## config.mk

```make
export PLATFORM = sky130hd
export DESIGN_NAME = char_lcd_nibble_bus_sequencer_flat
export DESIGN_NICKNAME = d
export VERILOG_FILES = /design/src/rtl/clcd_pkg.sv /design/src/rtl/clcd_req_if.sv /design/src/rtl/clcd_phase_if.sv /design/src/rtl/clcd_queue.sv /design/src/rtl/clcd_front.sv /design/src/rtl/clcd_back.sv /design/src/rtl/char_lcd_nibble_bus_sequencer.sv /design/src/flat_wrapper.sv
export SDC_FILE = /design/constraint.sdc
export NUM_CORES = 1
export LEC_CHECK = 0
export BUFFER_PORTS_ARGS = -buffer_cell sky130_fd_sc_hd__buf_2
export CAP_MARGIN = 20
export CORE_AREA = 4 4 89 91
export DETAILED_ROUTE_END_ITERATION = 7
export DIE_AREA = 0 0 93 95
export HOLD_SLACK_MARGIN = 0.15
export PLACE_DENSITY = 0.78
export SLEW_MARGIN = 10
export SYNTH_ARGS = -nofsm -noshare
export SYNTH_HDL_FRONTEND = slang
export SYNTH_SLANG_ARGS = --single-unit
```

## constraint.sdc

```tcl
create_clock -name i_clk -period 2.7 [get_ports i_clk]
set_input_delay 0.54 -clock i_clk [delete_from_list [all_inputs] [get_ports i_clk]]
set_output_delay 0.54 -clock i_clk [all_outputs]
set_load 0.005 [all_outputs]
```

## src/rtl/clcd_pkg.sv

```systemverilog
// Shared types, codes and constants of the LCD nibble bus sequencer.
// No dependencies.
`timescale 1ns / 1ps
package clcd_pkg;

    localparam int CFG_IDX_W  = 2;
    localparam int CFG_DATA_W = 8;
    localparam int STEP_W     = 5;
    localparam int QDEPTH     = 2;
    localparam int QPTR_W     = $clog2(QDEPTH);
    localparam int QCNT_W     = QPTR_W + 1;

    localparam logic [CFG_IDX_W-1:0] REG_FUNCTION_SET   = 2'd0;
    localparam logic [CFG_IDX_W-1:0] REG_DISPLAY_CTRL   = 2'd1;
    localparam logic [CFG_IDX_W-1:0] REG_ENTRY_MODE     = 2'd2;
    localparam logic [CFG_IDX_W-1:0] REG_SECOND_ROW     = 2'd3;

    localparam logic [7:0] RST_FUNCTION_SET = 8'h28;
    localparam logic [7:0] RST_DISPLAY_CTRL = 8'h0C;
    localparam logic [7:0] RST_ENTRY_MODE   = 8'h06;
    localparam logic [6:0] RST_SECOND_ROW   = 7'h40;

    localparam logic [7:0] CLEAR_CODE    = 8'h01;
    localparam logic [7:0] SET_ADDR_BIT  = 8'h80;
    localparam logic [3:0] NIB_INIT      = 4'h3;
    localparam logic [3:0] NIB_4BIT      = 4'h2;

    localparam logic [5:0] POWER_ON_WAIT_MS = 6'd50;
    localparam logic [5:0] HOLD_PULSE       = 6'd1;
    localparam logic [5:0] HOLD_BYTE_END    = 6'd3;
    localparam logic [5:0] HOLD_INIT_END    = 6'd6;
    localparam logic [5:0] HOLD_CLEAR_END   = 6'd5;

    localparam logic [STEP_W-1:0] BYTE_LAST_STEP = 5'd3;
    localparam logic [STEP_W-1:0] PWR_BYTE_START = 5'd9;
    localparam logic [STEP_W-1:0] PWR_LAST_STEP  = 5'd24;

    typedef enum logic [1:0] {
        CMD_INSTR   = 2'd0,
        CMD_DATA    = 2'd1,
        CMD_CURSOR  = 2'd2,
        CMD_POWERUP = 2'd3
    } t_cmd;

    typedef enum logic {
        KIND_BYTE    = 1'b0,
        KIND_POWERUP = 1'b1
    } t_kind;

    typedef struct packed {
        t_kind      kind;
        logic       rs;
        logic [7:0] data;
    } t_job;

    typedef struct packed {
        logic [7:0] function_set;
        logic [7:0] display_ctrl;
        logic [7:0] entry_mode;
        logic [6:0] second_row;
    } t_cfg;

    typedef struct packed {
        logic       rs;
        logic       en;
        logic [3:0] nib;
        logic [5:0] hold;
        logic       last;
    } t_phase;

    typedef struct packed {
        logic full;
        logic empty;
    } t_q_stat;

endpackage

```

## src/rtl/clcd_req_if.sv

```systemverilog
// Request channel: valid/ready handshake with command and its operands.
// No dependencies.
`timescale 1ns / 1ps
interface clcd_req_if;
    logic       valid;
    logic       ready;
    logic [1:0] command;
    logic [7:0] byte_value;
    logic       row;
    logic [5:0] column;

    modport source (output valid, command, byte_value, row, column, input ready);
    modport sink   (input valid, command, byte_value, row, column, output ready);
endinterface

```

## src/rtl/clcd_phase_if.sv

```systemverilog
// Bus phase channel: valid/ready handshake with one LCD bus phase.
// No dependencies.
`timescale 1ns / 1ps
interface clcd_phase_if;
    logic       valid;
    logic       ready;
    logic       rs_level;
    logic       enable_level;
    logic [3:0] bus_nibble;
    logic [5:0] hold_ms;
    logic       last;

    modport source (output valid, rs_level, enable_level, bus_nibble, hold_ms, last,
                    input ready);
    modport sink   (input valid, rs_level, enable_level, bus_nibble, hold_ms, last,
                    output ready);
    modport monitor (input valid, ready, rs_level, enable_level, bus_nibble, hold_ms,
                     last);
endinterface

```

## src/rtl/clcd_queue.sv

```systemverilog
// Short job queue between request classification and phase sequencing.
// Depends on clcd_pkg.
`timescale 1ns / 1ps
module clcd_queue
    import clcd_pkg::*;
(
    input  logic    i_clk,
    input  logic    i_rst_n,
    input  logic    i_push,
    input  t_job    i_job,
    input  logic    i_pop,
    output t_job    o_job,
    output t_q_stat o_stat
);

    t_job               r_mem [QDEPTH];
    logic [QPTR_W-1:0]  r_wr_ptr;
    logic [QPTR_W-1:0]  r_rd_ptr;
    logic [QCNT_W-1:0]  r_count;
    logic               w_do_push;
    logic               w_do_pop;

    assign o_stat.full  = (r_count == QCNT_W'(QDEPTH));
    assign o_stat.empty = (r_count == '0);
    assign w_do_push    = i_push && !o_stat.full;
    assign w_do_pop     = i_pop && !o_stat.empty;
    assign o_job        = r_mem[r_rd_ptr];

    always_ff @(posedge i_clk) begin
        if (w_do_push) begin
            r_mem[r_wr_ptr] <= i_job;
        end
    end

    always_ff @(posedge i_clk) begin
        if (!i_rst_n) begin
            r_wr_ptr <= '0;
            r_rd_ptr <= '0;
            r_count  <= '0;
        end else begin
            if (w_do_push) begin
                r_wr_ptr <= (r_wr_ptr == QPTR_W'(QDEPTH - 1)) ? '0 : r_wr_ptr + 1'b1;
            end
            if (w_do_pop) begin
                r_rd_ptr <= (r_rd_ptr == QPTR_W'(QDEPTH - 1)) ? '0 : r_rd_ptr + 1'b1;
            end
            if (w_do_push && !w_do_pop) begin
                r_count <= r_count + 1'b1;
            end else if (w_do_pop && !w_do_push) begin
                r_count <= r_count - 1'b1;
            end
        end
    end

endmodule

```

## src/rtl/clcd_front.sv

```systemverilog
// Front end: configuration registers, request accept and classification into jobs.
// Depends on clcd_pkg and clcd_req_if.
`timescale 1ns / 1ps
module clcd_front
    import clcd_pkg::*;
(
    input  logic                  i_clk,
    input  logic                  i_rst_n,
    input  logic                  i_cfg_we,
    input  logic [CFG_IDX_W-1:0]  i_cfg_index,
    input  logic [CFG_DATA_W-1:0] i_cfg_data,
    clcd_req_if.sink              i_req,
    input  t_q_stat               i_q_stat,
    output logic                  o_push,
    output t_job                  o_job,
    output t_cfg                  o_cfg
);

    t_cfg       r_cfg;
    logic [6:0] w_row_base;
    logic [6:0] w_addr;

    assign o_cfg       = r_cfg;
    assign i_req.ready = !i_q_stat.full;
    assign o_push      = i_req.valid && i_req.ready;
    assign w_row_base  = i_req.row ? r_cfg.second_row : 7'd0;
    assign w_addr      = w_row_base + {1'b0, i_req.column};

    always_ff @(posedge i_clk) begin
        if (!i_rst_n) begin
            r_cfg.function_set <= RST_FUNCTION_SET;
            r_cfg.display_ctrl <= RST_DISPLAY_CTRL;
            r_cfg.entry_mode   <= RST_ENTRY_MODE;
            r_cfg.second_row   <= RST_SECOND_ROW;
        end else if (i_cfg_we) begin
            unique case (i_cfg_index)
                REG_FUNCTION_SET: r_cfg.function_set <= i_cfg_data;
                REG_DISPLAY_CTRL: r_cfg.display_ctrl <= i_cfg_data;
                REG_ENTRY_MODE:   r_cfg.entry_mode   <= i_cfg_data;
                REG_SECOND_ROW:   r_cfg.second_row   <= i_cfg_data[6:0];
                default:          r_cfg              <= r_cfg;
            endcase
        end
    end

    always_comb begin
        o_job.kind = KIND_BYTE;
        o_job.rs   = 1'b0;
        o_job.data = i_req.byte_value;
        unique case (t_cmd'(i_req.command))
            CMD_INSTR: begin
                o_job.rs = 1'b0;
            end
            CMD_DATA: begin
                o_job.rs = 1'b1;
            end
            CMD_CURSOR: begin
                o_job.data = SET_ADDR_BIT | {1'b0, w_addr};
            end
            CMD_POWERUP: begin
                o_job.kind = KIND_POWERUP;
            end
            default: begin
                o_job.kind = KIND_BYTE;
            end
        endcase
    end

endmodule

```

## src/rtl/clcd_back.sv

```systemverilog
// Back end: sequences one job at a time into bus phases behind an output register.
// Depends on clcd_pkg and clcd_phase_if.
`timescale 1ns / 1ps
module clcd_back
    import clcd_pkg::*;
(
    input  logic          i_clk,
    input  logic          i_rst_n,
    input  t_cfg          i_cfg,
    input  t_q_stat       i_q_stat,
    input  t_job          i_job,
    output logic          o_pop,
    clcd_phase_if.source  o_phase
);

    typedef enum logic {
        ST_IDLE,
        ST_RUN
    } t_state;

    t_state            r_state;
    t_job              r_job;
    logic [STEP_W-1:0] r_step;
    t_phase            r_out;
    logic              r_out_valid;
    t_phase            w_ph;
    logic              w_slot_free;
    logic              w_load;
    logic [STEP_W-1:0] w_init_idx;
    logic [STEP_W-1:0] w_byte_idx;
    logic [7:0]        w_pwr_byte;

    assign w_slot_free = !r_out_valid || o_phase.ready;
    assign w_load      = (r_state == ST_RUN) && w_slot_free;
    assign o_pop       = (r_state == ST_IDLE) && !i_q_stat.empty;
    assign w_init_idx  = r_step - 1'b1;
    assign w_byte_idx  = r_step - PWR_BYTE_START;

    assign o_phase.valid        = r_out_valid;
    assign o_phase.rs_level     = r_out.rs;
    assign o_phase.enable_level = r_out.en;
    assign o_phase.bus_nibble   = r_out.nib;
    assign o_phase.hold_ms      = r_out.hold;
    assign o_phase.last         = r_out.last;

    always_comb begin
        case (w_byte_idx[3:2])
            2'd0:    w_pwr_byte = i_cfg.function_set;
            2'd1:    w_pwr_byte = i_cfg.display_ctrl;
            2'd2:    w_pwr_byte = i_cfg.entry_mode;
            default: w_pwr_byte = CLEAR_CODE;
        endcase
    end

    always_comb begin
        w_ph.rs   = 1'b0;
        w_ph.en   = 1'b0;
        w_ph.nib  = 4'h0;
        w_ph.hold = HOLD_PULSE;
        w_ph.last = 1'b0;
        if (r_job.kind == KIND_BYTE) begin
            w_ph.rs   = r_job.rs;
            w_ph.en   = !r_step[0];
            w_ph.nib  = r_step[1] ? r_job.data[3:0] : r_job.data[7:4];
            w_ph.last = (r_step == BYTE_LAST_STEP);
            w_ph.hold = w_ph.last ? HOLD_BYTE_END : HOLD_PULSE;
        end else if (r_step == '0) begin
            w_ph.hold = POWER_ON_WAIT_MS;
        end else if (r_step < PWR_BYTE_START) begin
            w_ph.en   = !w_init_idx[0];
            w_ph.nib  = (w_init_idx[2:1] == 2'd3) ? NIB_4BIT : NIB_INIT;
            w_ph.hold = (w_init_idx[0] && w_init_idx[2:1] != 2'd3) ? HOLD_INIT_END
                                                                    : HOLD_PULSE;
        end else begin
            w_ph.en   = !w_byte_idx[0];
            w_ph.nib  = w_byte_idx[1] ? w_pwr_byte[3:0] : w_pwr_byte[7:4];
            w_ph.last = (r_step == PWR_LAST_STEP);
            if (w_byte_idx[1:0] == 2'd3) begin
                w_ph.hold = w_ph.last ? HOLD_CLEAR_END : HOLD_BYTE_END;
            end
        end
    end

    always_ff @(posedge i_clk) begin
        if (!i_rst_n) begin
            r_state     <= ST_IDLE;
            r_out_valid <= 1'b0;
            r_step      <= '0;
        end else begin
            if (w_load) begin
                r_out       <= w_ph;
                r_out_valid <= 1'b1;
            end else if (o_phase.ready) begin
                r_out_valid <= 1'b0;
            end
            unique case (r_state)
                ST_IDLE: begin
                    if (o_pop) begin
                        r_job   <= i_job;
                        r_step  <= '0;
                        r_state <= ST_RUN;
                    end
                end
                ST_RUN: begin
                    if (w_load) begin
                        r_step <= r_step + 1'b1;
                        if (w_ph.last) begin
                            r_state <= ST_IDLE;
                        end
                    end
                end
                default: r_state <= ST_IDLE;
            endcase
        end
    end

endmodule

```

## src/rtl/char_lcd_nibble_bus_sequencer.sv

```systemverilog
// Character LCD 4-bit bus sequencer: turns each request into a run of bus phases,
// each with RS, enable, nibble and hold time in ms. An instruction, data or cursor
// request gives four phases: the back end first pulls the job from the two-entry
// queue, then emits one phase per cycle while the output side is ready; the power-up
// request gives twenty-five phases. The back-end sequencer, emitting one phase per
// cycle while the output side is ready, sets the rate; the front end keeps accepting
// requests until the queue fills. Write configuration only while no request is in
// flight; the power-up bytes are read from the registers as they go out.
`timescale 1ns / 1ps
module char_lcd_nibble_bus_sequencer
    import clcd_pkg::*;
(
    input  logic                  i_clk,
    input  logic                  i_rst_n,
    input  logic                  i_cfg_we,
    input  logic [CFG_IDX_W-1:0]  i_cfg_index,
    input  logic [CFG_DATA_W-1:0] i_cfg_data,
    clcd_req_if.sink              i_req,
    clcd_phase_if.source          o_phase
);

    t_q_stat w_q_stat;
    t_job    w_push_job;
    t_job    w_head_job;
    t_cfg    w_cfg;
    logic    w_push;
    logic    w_pop;

    clcd_front u_front (
        .i_clk       (i_clk),
        .i_rst_n     (i_rst_n),
        .i_cfg_we    (i_cfg_we),
        .i_cfg_index (i_cfg_index),
        .i_cfg_data  (i_cfg_data),
        .i_req       (i_req),
        .i_q_stat    (w_q_stat),
        .o_push      (w_push),
        .o_job       (w_push_job),
        .o_cfg       (w_cfg)
    );

    clcd_queue u_queue (
        .i_clk   (i_clk),
        .i_rst_n (i_rst_n),
        .i_push  (w_push),
        .i_job   (w_push_job),
        .i_pop   (w_pop),
        .o_job   (w_head_job),
        .o_stat  (w_q_stat)
    );

    clcd_back u_back (
        .i_clk    (i_clk),
        .i_rst_n  (i_rst_n),
        .i_cfg    (w_cfg),
        .i_q_stat (w_q_stat),
        .i_job    (w_head_job),
        .o_pop    (w_pop),
        .o_phase  (o_phase)
    );

endmodule

```

## src/flat_wrapper.sv

```systemverilog
// flat-port wrapper written by rule: the top's interface ports become plain ports
module char_lcd_nibble_bus_sequencer_flat import clcd_pkg::*;
  (i_clk, i_rst_n, i_cfg_we, i_cfg_index, i_cfg_data, i_req_valid, i_req_command, i_req_byte_value, i_req_row, i_req_column, i_req_ready, o_phase_valid, o_phase_rs_level, o_phase_enable_level, o_phase_bus_nibble, o_phase_hold_ms, o_phase_last, o_phase_ready);
  clcd_req_if i_req_i ();
  clcd_phase_if o_phase_i ();
  input  logic i_clk;
  input  logic i_rst_n;
  input  logic i_cfg_we;
  input  logic [CFG_IDX_W-1:0] i_cfg_index;
  input  logic [CFG_DATA_W-1:0] i_cfg_data;
  input wire logic [$bits(i_req_i.valid)-1:0] i_req_valid;
  input wire logic [$bits(i_req_i.command)-1:0] i_req_command;
  input wire logic [$bits(i_req_i.byte_value)-1:0] i_req_byte_value;
  input wire logic [$bits(i_req_i.row)-1:0] i_req_row;
  input wire logic [$bits(i_req_i.column)-1:0] i_req_column;
  output wire logic [$bits(i_req_i.ready)-1:0] i_req_ready;
  output wire logic [$bits(o_phase_i.valid)-1:0] o_phase_valid;
  output wire logic [$bits(o_phase_i.rs_level)-1:0] o_phase_rs_level;
  output wire logic [$bits(o_phase_i.enable_level)-1:0] o_phase_enable_level;
  output wire logic [$bits(o_phase_i.bus_nibble)-1:0] o_phase_bus_nibble;
  output wire logic [$bits(o_phase_i.hold_ms)-1:0] o_phase_hold_ms;
  output wire logic [$bits(o_phase_i.last)-1:0] o_phase_last;
  input wire logic [$bits(o_phase_i.ready)-1:0] o_phase_ready;
  assign i_req_i.valid = i_req_valid;
  assign i_req_i.command = i_req_command;
  assign i_req_i.byte_value = i_req_byte_value;
  assign i_req_i.row = i_req_row;
  assign i_req_i.column = i_req_column;
  assign i_req_ready = i_req_i.ready;
  assign o_phase_valid = o_phase_i.valid;
  assign o_phase_rs_level = o_phase_i.rs_level;
  assign o_phase_enable_level = o_phase_i.enable_level;
  assign o_phase_bus_nibble = o_phase_i.bus_nibble;
  assign o_phase_hold_ms = o_phase_i.hold_ms;
  assign o_phase_last = o_phase_i.last;
  assign o_phase_i.ready = o_phase_ready;
  char_lcd_nibble_bus_sequencer u_core (.i_clk(i_clk), .i_rst_n(i_rst_n), .i_cfg_we(i_cfg_we), .i_cfg_index(i_cfg_index), .i_cfg_data(i_cfg_data), .i_req(i_req_i), .o_phase(o_phase_i));
endmodule
```

==> results of run 1 <==
flip-flops by register name (all words and copies together), names as in the netlist:
| register | count |
|---|---|
| u_core.u_back.r_job | 10 |
| u_core.u_back.r_state | 1 |
| u_core.u_front.o_cfg | 31 |
| u_core.u_queue.r_rd_ptr | 1 |
| u_core.u_back.o_phase.last | 1 |
| u_core.u_back.o_phase.rs_level | 1 |
| u_core.u_back.r_step | 5 |
| u_core.u_queue.r_mem | 20 |
| u_core.u_queue.r_wr_ptr | 1 |
| u_core.u_back.o_phase.enable_level | 1 |
| u_core.u_back.o_phase.valid | 1 |
| u_core.u_queue.r_count | 2 |
| u_core.u_back.o_phase.bus_nibble | 4 |
| u_core.u_back.o_phase.hold_ms | 4 |
cells by family (layout without fill, tap and decap cells):
logic type / count (synthesis) / after routing / synth area share
buf+inv: 28 / 78 / 0.0323
other cells: 1 / 1 / 0.000948
compound gates: 50 / 50 / 0.0863
mux: 48 / 48 / 0.128
flops: 83 / 83 / 0.524
fa+ha+maj: 11 / 11 / 0.0367
xor+xnor: 14 / 14 / 0.0357
simple gates: 127 / 127 / 0.156
cells in the mapped netlist (all sizes together) (2+ instances only):
cell     count
a21oi       15
xnor2        7
inv          6
nor2        38
mux2        11
o221ai       2
nor4         2
nor3b        3
nand4        3
o21bai       2
nand2       43
mux2i       36
clkbuf      11
a221oi       3
o21ai        7
nand3b       2
edfxtp      41
nor3         5
nor2b        3
o22ai        4
dfxtp       42
or2          2
nand3        7
ha          10
o2bb2ai      4
xor2         7
a211oi       2
buf         10
a21o         3
and2         9
nand2b       5
per-stage QoR:
stage,util,hold WS (ns),area (sq um),setup slack (ns)
final,0.632,0.453,4510,0.424
after global routing,0.632,0.458,4510,0.343
after CTS,0.632,0.439,4510,0.469
after detailed placement,0.600,0.448,4280,0.107
after global placement,0.600,0.444,4280,0.175
after floorplan,-,0.433,3960,0.374
power by group through the flow:
stage	Sequential, mW	Clock [mW]	Combinational, mW
finish	1.64	1.04	0.958
global route	1.66	1.10	1.05
CTS	1.65	1.05	0.961
detailed placement	1.67	0	0.951
global placement	1.67	0	0.923
floorplan	1.63	0	0.715
critical path, stage by stage:
cell      delay, ns
buf_2          0.13
and2_1         0.16
ha_1           0.21
fa_1           0.41
a21o_1         0.17
a21oi_1        0.23
o21bai_1       0.12
or4_1          0.40
nand3_1        0.11
cell usage in the layout (no fill, tap or decap), types with 5 or more instances in the layout:
cell type	n
inv_1	6
xor2_1	7
edfxtp_1	41
nand3_1	7
o21ai_0	6
clkbuf_8	9
nand2_1	43
a21oi_1	15
xnor2_1	6
and2_1	9
mux2_2	11
buf_4	10
nand2b_1	5
dfxtp_1	42
mux2i_1	36
ha_1	10
buf_2	45
nor2_1	37
layout make-up:
| cell class | count | area share |
|---|---|---|
| sequential | 83 | 0.459 |
| tap | 99 | 0.0275 |
| timing repair buffer | 55 | 0.0666 |
| multi-input combinational | 251 | 0.389 |
| inverter | 7 | 0.00583 |
| clock buffer | 10 | 0.0283 |
| clock inverter | 6 | 0.0230 |
metal layers:
metal / GRT usage / vias up
met1: 0.239 / 1300
met2: 0.326 / 83
met3: 0.0287 / 15
met5: 0 / -
li1: - / 1380
met4: 0.0977 / 0
worst paths after layout:
check                                    end  slack (ns)
setup reg to reg  u_core.u_queue.r_mem[0][6]        0.47
hold / removal      u_core.u_front.o_cfg[22]        0.45
setup / recovery  u_core.u_queue.r_mem[0][6]        0.42
hold reg to reg     u_core.u_front.o_cfg[13]        0.46
==> run metrics, run 1 <==
Layout area overhead 14.0%; layout cells sized above 1 0.216; router iterations before antenna repair 4; hold_sp i_cfg_data[7]; YS warnings 0; vias in the first global route 2704; fill count 612; vias per cell 5.44; final setup violation count 0; syn_nets 405; Synth top area share 0.311; DRC viols 0; largest net degree at the start of global routing 32; status finished clean; Initial Utilization 0.554; post-cts resize count 0; Hold Buf Count CTS 0; Die Area 8840 sq um; clk sink count 83; Internal 2.58 mW; Sequential Power Share 0.452; chip height 95 um; H-Tree Depth 3; Clock Power Share 0.285; CTS Buf Count 9; Final period util 0.843; Non-Filler Instances 511; initial antenna violation count 0; RSZ-0062 raised after global routing false; Setup crit start i_req_row; DRT antenna net count 0; multi-input logic area 1760 sq um; Hold Vio Cnt, Final 0; Initial DRC Count 142; DR vias 2778; Worst-Skew Late Latency 0.35 ns; R2R Path Start u_core.u_front.o_cfg[0]; Setup CP Type in -> reg; port bufs 45; setup_tns 0 ns; Critical Path Start Type primary input; routability cong. 0.858; final total power 3.64 mW; hold-critical path depth 3; Highest Signal Layer met4; layout net count 450; Setup crit end kind flop; Worst Skew 0.00564 ns; Worst EP arrival 2.49 ns; Post-synth EDFFs 41; global-route wire length before repair 12900 um; cell taking the most area after synthesis edfxtp_1; core area 7140 sq um; P_sw 1.06 mW; CP max FO 8; Syn Area/Cell 10.9 sq um; worst hold path type in -> reg; cell area after synthesis 3960 sq um; Critical Path RT 2.91 ns; clock buffer depth 2; met2 WL 3970 um; slew margin rel. 0.587; top_reg_cell synth dfxtp_1; Tmin final 2.28 ns; DRT met1 WL 3380 um; Seq/Total Area, Yosys 0.524; synth unique cells 58; Routed WL 7890 um; Pwr Density 807 nW/um^2; sw frac 0.291; CTS tree yes; Max Cap Viol 0; io pins 47; top cells by area, synth edfxtp_1 31%, dfxtp_1 21%, mux2i_1 9.1%, nand2_1 4.1%, nor2_1 3.5%; Peak supply drop 0.384 mV; R2R cell count 8; row cnt 31; final global-route overflow total 0; P_leak 1.84 nW; Clk Tree Root Cell clkbuf_8; routed wl met3 351 um; FF+latch count, synth 83; Async SR Flop Fraction 0; register area 2070 sq um; power share of the combinational group 0.263; WL per Instance 15.4 um; Die Width 93 um; Worst Tran Pin Value 0.618 ns; Antenna diodes 0; Tot GR Track Use 0.192; max-slew violations 0; DP Cell Count 495; synthesized netlist cell count 362; Post-CTS Setup Bufs 0; Reg clk slew, reported paths 0.08 ns; Max Clk Rate 0.439 GHz; Post-DP HPWL 5640 um
Note: power is estimated with default switching activity, not from simulation.
==> inputs of run 2 (changes only) <==
ABC_AREA = 1   (was not set)
CORE_AREA = 4 4 87 89   (was 4 4 89 91)
DIE_AREA = 0 0 91 93   (was 0 0 93 95)
PLACE_DENSITY = 0.79   (was 0.78)
clock period = 2.3 ns   (was 2.7 ns; I/O delays follow)
==> run 2 against run 1 <==
Non-clock buffer count down 1. Combinational power up 13%. Total power up 15%. Cell area down 2.7%. Utilization up 1.8 points. Setup slack worse by 0.15 ns. Routed wire length up 3.6%. Sequential power up 18%. Count of clock-buffer cells in the layout down 1. Clock skew up 0.0066 ns. Critical path depth up 3. Largest cell class unchanged.
==> run metrics, run 2 <==
synth unique cells 28 (-52%); Tot GR Track Use 0.198 (+0.00602); Async SR Flop Fraction 0 (unchanged); Syn Area/Cell 8.29 sq um (-24%); CTS Buf Count 9 (unchanged); most frequent CP cell nand2_1; CP cell instances inv_1 > ha_1 > inv_1 > nand2_1 > nand2_2 > inv_4 > nand3_1 > nand3_1 > nand2_1 > nand3_1 > nand2_1 > nand2_1; CP max FO 9 (+1); Synth top area share 0.322 (+0.0110); most common cell after layout, fill and taps aside nand2_1; Peak supply drop 0.534 mV (+39%); Worst EP arrival 2.13 ns (-0.36 ns); Initial DRC Count 160 (+13%); top cells by area, synth edfxtp_1 32%, dfxtp_1 22%, nand2_1 12%, nor2_1 7.5%, o21ai_0 5.1%; CP top delay family simple AND/OR/NAND/NOR gates; Critical Path Stages 12 (+3); Initial Utilization 0.566 (+0.0112); cell area after synthesis 3820 sq um (-3.4%); Routed WL 8170 um (+3.6%); Hold Buf Count CTS 0 (unchanged); max reg flops 31 (unchanged); Worst-Skew Late Latency 0.36 ns (about the same); final setup violation count 0 (unchanged); Layout area overhead 14.9%; vias per cell 5.27 (-3.1%); final global-route overflow total 0 (unchanged); chip height 93 um (-2.1%); Clk Tree Root Cell clkbuf_8; crit-path max cell delay 0.49 ns (+0.08 ns); R2R Setup Slk 0.28 ns (-0.19 ns); Critical Path Start Type flop; router iterations before antenna repair 4 (unchanged); Post-synth top cells 121 x nand2_1, 76 x nor2_1, 42 x dfxtp_1; Tmin final 2.02 ns; max-slew violations 0 (unchanged); DRT antenna net count 0 (unchanged); most frequent cells in the layout 121 x nand2_1, 76 x nor2_1, 45 x buf_2; Die Area 8460 sq um (-4.2%); Post-DP HPWL 6000 um (+6.4%); critical path's slowest cell dfxtp_1; vias in the first global route 3041 (+12%); core area 6760 sq um (-5.3%); Non-Filler Instances 601 (+18%); WL per Instance 13.6 um (-12%); clock buffer depth 2 (unchanged); DP Cell Count 585 (+18%); Max Clk Rate 0.494 GHz; Reg clk slew, reported paths 0.08 ns (about the same); io pins 47 (unchanged); Hold Vio Cnt, Final 0 (unchanged); Post-CTS Setup Bufs 0 (unchanged); Final period util 0.880; worst hold path type in -> reg; Seq/Total Area, Yosys 0.542 (+0.0185); Antenna diodes 0 (unchanged); most frequent cell after synthesis nand2_1; CTS tree yes; Die Width 91 um (-2.2%); critical path endpoint u_core.u_back.o_phase.bus_nibble[1]; r2r endpoint u_core.u_back.o_phase.bus_nibble[1]; R2R Path Start u_core.u_back.r_step[1]; H-Tree Depth 3 (unchanged); syn_nets 504 (+24%); FF+latch count, synth 83 (unchanged); post-cts resize count 0 (unchanged); P_leak 2.03 nW (+10%); Setup CP Type reg -> reg; initial antenna violation count 0 (unchanged); setup_tns 0 ns (unchanged); top_reg_cell synth dfxtp_1; Max Cap Viol 0 (unchanged); RSZ-0062 raised after global routing false; Setup crit end kind flop; Worst Skew 0.0123 ns (+0.00664 ns); layout cells sized above 1 0.184 (-0.0318); cell taking the most area after synthesis edfxtp_1; YS warnings 0 (unchanged); port bufs 45 (unchanged); DRC viols 0 (unchanged); routability cong. 0.815 (-5.0%); clk sink count 83 (unchanged); Post-synth EDFFs 41 (unchanged); synthesized netlist cell count 461 (+27%); row cnt 30 (-3.2%); Pwr Density 949 nW/um^2 (+18%); status finished clean; Setup crit start u_core.u_back.r_step[1]; largest net degree at the start of global routing 28 (-13%); global-route wire length before repair 13400 um (+3.7%); DR vias 3166 (+14%); R2R cell count 12 (+4); Buf+Inv Stages, Crit Path 3 (+2); layout net count 559 (+24%); Critical Path RT 2.40 ns (-0.51 ns)
run 2: per-stage QoR:
step / hold slack (ns) / setup WS [ns] / utilization / instance area [sq um] / power, mW
after floorplan: 0.429 / 0.353 / - / 3820 / 2.70
after global placement: 0.444 / 0.140 / 0.617 / 4170 / 2.98
after detailed placement: 0.448 / 0.0159 / 0.617 / 4170 / 3.03
after CTS: 0.347 / 0.308 / 0.650 / 4390 / 4.18
after global routing: 0.364 / 0.121 / 0.650 / 4390 / 4.40
final: 0.365 / 0.276 / 0.650 / 4390 / 4.17
run 2: worst register-to-register path: cells and delay by family (launching register included):
kind | cells | cell delay (ns)
adder cells (fa/ha/maj) | 1 | 0.23
AND/OR/NAND/NOR | 8 | 0.73
flip-flops | 1 | 0.49
buffers and inverters | 3 | 0.32
run 2: layout make-up:
cell class / count / area, sq um
fillers: 568 / 2370
inverters: 42 / 160
well taps: 80 / 100
multi-input cells: 326 / 1540
flip-flops and latches: 83 / 2070
clock buffers: 9 / 124
clock inverters: 7 / 100
repair buffers: 54 / 293
run 2: how the worst min path moves through the flow:
stage               cells past startpoint                     start                        to
floorplan                               2   u_core.u_front.o_cfg[6]   u_core.u_front.o_cfg[6]
global placement                        2  u_core.u_front.o_cfg[26]  u_core.u_front.o_cfg[26]
detailed placement                      2  u_core.u_front.o_cfg[15]  u_core.u_front.o_cfg[15]
CTS                                     3             i_cfg_data[5]  u_core.u_front.o_cfg[28]
global route                            3             i_cfg_data[5]  u_core.u_front.o_cfg[28]
finish                                  3             i_cfg_data[5]  u_core.u_front.o_cfg[28]
run 2: power by group:
part           internal [mW]  switching [mW]  leakage, nW  total, mW
registers               1.82           0.102        0.728       1.93
clock network          0.616           0.546        0.102       1.16
logic                  0.368           0.711         1.20       1.08
run 2: layer usage:
| metal | GRT usage | up-vias | wire [um] |
|---|---|---|---|
| li1 | - | 1615 | - |
| met1 | 0.235 | 1430 | 3530 |
| met2 | 0.344 | 105 | 4030 |
| met3 | 0.0451 | 16 | 473 |
| met4 | 0.0879 | 0 | 135 |
| met5 | 0 | - | 0 |
run 2: logic make-up (layout without fill, tap and decap cells):
logic type / count (synthesis) / count (layout) / share of synthesized area
compound gates: 53 / 53 / 0.0711
buf+inv: 52 / 112 / 0.0544
simple gates: 259 / 259 / 0.289
xor+xnor: 2 / 2 / 0.00458
flops: 83 / 83 / 0.542
fa+ha+maj: 11 / 11 / 0.0380
other cells: 1 / 1 / 0.000981
==> inputs of run 3 (changes only) <==
CORE_AREA = 4 4 90 92   (was 4 4 87 89)
DIE_AREA = 0 0 94 96   (was 0 0 91 93)
PLACE_DENSITY = 0.78   (was 0.79)
SYNTH_HIERARCHICAL = 1   (was not set)
==> run 3 against run 2 <==
Critical path depth did not move. Routed wire length rose by 0.61%. Sequential cell count rose by 1. Largest power group unchanged. Sequential share of layout area fell by 1.7 points. Count of clock-buffer cells in the layout rose by 3. Highest routed layer unchanged.
==> run metrics, run 3 <==
most frequent cell after synthesis nand2_1; port bufs 45 (unchanged); setup_tns 0 ns (unchanged); final setup violation count 0 (unchanged); io pins 47 (unchanged); Layout area overhead 13.7%; synth unique cells 36 (+29%); CP max FO 8 (-1); Routed WL 8220 um (+0.61%); Max Cap Viol 0 (unchanged); largest net degree at the start of global routing 35 (+25%); clock buffer depth 2 (unchanged); Initial Utilization 0.561 (-0.00468); Syn Area/Cell 8.59 sq um (+3.6%); Die Width 94 um (+3.3%); multi-input logic area 1700 sq um (+10%); Post-Synth Adder-Cell Area 0.0359 (-0.00211); H-Tree Depth 3 (unchanged); DR vias 3279 (+3.6%); Tmin final 1.94 ns (-0.0842 ns); post-synthesis simple-gate area fraction 0.279 (-0.00958); status finished clean; hold_sp i_cfg_data[5]; Internal 2.84 mW (+1.3%); Hold Buf Count CTS 0 (unchanged); cell taking the most area after synthesis edfxtp_1; Post-CTS Setup Bufs 0 (unchanged); DRC viols 0 (unchanged); R2R Setup Slk 0.36 ns (+0.08 ns); Critical Path Start Type flop; Post-synth EDFFs 41 (unchanged); vias in the first global route 3123 (+2.7%); Worst EP arrival 2.04 ns (-0.09 ns); Post-synth top cells 102 x nand2_1, 72 x nor2_1, 49 x inv_1; register area 2090 sq um (+0.97%); Hold Vio Cnt, Final 0 (unchanged); CTS tree yes; core area 7210 sq um (+6.8%); Async SR Flop Fraction 0 (unchanged); Final period util 0.844 (-0.0366); largest family of logic cells by synthesized area simple AND/OR/NAND/NOR gates; multiplexer area fraction after synthesis 0.0278 (+0.0278); post-placement setup slack 0.284 ns (+0.269 ns); Tot GR Track Use 0.193 (-0.00490); Post-DP HPWL 6020 um (+0.33%); worst hold path type in -> reg; Synth top area share 0.304 (-0.0179); Antenna diodes 0 (unchanged); global-route wire length before repair 13600 um (+1.1%); R2R cell count 12 (unchanged); YS warnings 6 (+6); power share of the combinational group 0.290 (+0.031); P_sw 1.40 mW (+3.0%); initial antenna violation count 0 (unchanged); cell area after synthesis 4050 sq um (+5.9%); hold-critical path depth 3 (unchanged); fill count 649 (+14%); Clock Power Share 0.244 (-0.035); syn_nets 514 (+2.0%); FF+latch count, synth 84 (+1.2%); Post-Synth XOR/XNOR Area 0.00216 (-0.00242); top_reg_cell synth dfxtp_1; Hold Path Sink u_core/u_front/o_cfg[28]; post-cts resize count 0 (unchanged); Die Area 9020 sq um (+6.6%); Max Clk Rate 0.515 GHz (+4.3%); most common cell after layout, fill and taps aside nand2_1; routability cong. 0.881 (+8.1%); WL per Instance 13.0 um (-4.2%); Worst Skew 0.0109 ns (-0.00137 ns); Setup CP Type reg -> reg; vias per cell 5.20 (-1.4%); Reg clk slew, reported paths 0.09 ns (about the same); synthesized netlist cell count 471 (+2.2%); Peak supply drop 0.336 mV (-37%); layout cells sized above 1 0.207 (+0.0225); chip height 96 um (+3.2%); clk sink count 84 (+1.2%); Critical Path RT 2.40 ns (about the same); Clk Tree Root Cell clkbuf_8; Synth Area in Compound Gates 0.0730 (+0.00192); CTS Buf Count 9 (unchanged); max-slew violations 0 (unchanged); R2R Path Start u_core/u_back/r_step[1]; Sequential Power Share 0.466 (+0.004); router iterations before antenna repair 5 (+1); top cells by area, synth edfxtp_1 30%, dfxtp_1 21%, nand2_1 9.5%, nor2_1 6.7%, nand3_1 4.6%; r2r endpoint u_core/u_back/o_phase.bus_nibble[1]; Setup crit end kind flop; Final WS setup 0.360 ns (+0.0842 ns); P_leak 2.03 nW (about the same); row cnt 31 (+3.3%); most frequent cells in the layout 102 x nand2_1, 72 x nor2_1, 49 x inv_1; Pwr Density 922 nW/um^2 (-2.8%); sw frac 0.330 (+0.00362); layout net count 570 (+2.0%); Initial DRC Count 210 (+31%); RSZ-0062 raised after global routing false; DRT antenna net count 0 (unchanged); Seq/Total Area, Yosys 0.517 (-0.0252); Worst-Skew Late Latency 0.36 ns (about the same); max reg flops 31 (unchanged); final global-route overflow total 0 (unchanged)
## run 3: cell count changes in the layout (fill, tap and decap cells not counted), moves of 5 or more
cell	previous run	this run
nand3_1	31	37
nand3_2	1	6
inv_1	36	49
o21ai_0	39	28
mux2_2	0	10
nand2_1	121	102
## run 3: cell type report
type | count | share of cell area
clock buffers | 12 | 0.0315
multi-input cells | 322 | 0.369
clock inverters | 4 | 0.0106
flip-flops and latches | 84 | 0.455
inverters | 59 | 0.0490
well taps | 99 | 0.0269
repair buffers | 51 | 0.0587
## run 3: power by group through the flow
stage / Sequential [mW] / Clock (mW) / Combinational [mW]
finish: 1.98 / 1.04 / 1.23
global route: 2.01 / 1.11 / 1.38
CTS: 1.98 / 1.05 / 1.23
detailed placement: 2.01 / 0 / 1.22
global placement: 2.00 / 0 / 1.18
floorplan: 1.97 / 0 / 0.937
## run 3: through the flow
stage	power [mW]	instances	utilization	area, sq um	hold WS, ns
finish	4.24	631	0.638	4600	0.362
global route	4.49	631	0.638	4600	0.362
CTS	4.26	631	0.638	4600	0.348
detailed placement	3.23	615	0.611	4410	0.462
global placement	3.18	615	0.611	4410	0.461
floorplan	2.91	471	-	4050	0.442
## run 3: cells by family after synthesis
| group | Yosys count |
|---|---|
| buf+inv | 65 |
| flops | 84 |
| mux | 10 |
| other cells | 1 |
| simple gates | 246 |
| compound gates | 53 |
| xor+xnor | 1 |
| fa+ha+maj | 11 |
## run 3: metal layers
metal | vias to the layer above | track usage | wire length, um
met5 | - | 0 | 0
met4 | 0 | 0.116 | 234
met3 | 20 | 0.0352 | 366
met2 | 89 | 0.332 | 4060
met1 | 1510 | 0.226 | 3560
li1 | 1660 | - | -
## run 3: worst max-delay path by stage
stage | startpoint | to | slack [ns] | cells after the start
after floorplan | i_req_row | u_core/u_queue/r_mem[0][4] | 0.55 | 11
after global placement | i_req_row | u_core/u_queue/r_mem[0][4] | 0.33 | 12
after detailed placement | i_req_row | u_core/u_queue/r_mem[1][4] | 0.28 | 12
after CTS | u_core/u_back/r_step[1] | u_core/u_back/o_phase.bus_nibble[1] | 0.37 | 12
after global routing | u_core/u_back/r_step[1] | u_core/u_back/o_phase.bus_nibble[0] | 0.19 | 14
final | u_core/u_back/r_step[1] | u_core/u_back/o_phase.bus_nibble[1] | 0.36 | 12
## run 3: worst max-delay path, cell delays in order (launching register included)
cell	delay, ns
dfxtp_1	0.48
inv_1	0.16
ha_1	0.25
inv_1	0.08
nand2_2	0.08
nand2_8	0.13
inv_4	0.07
nand3_1	0.08
nand3_1	0.09
nand2_1	0.08
nand3_1	0.07
nand2_1	0.06
nand2_1	0.05
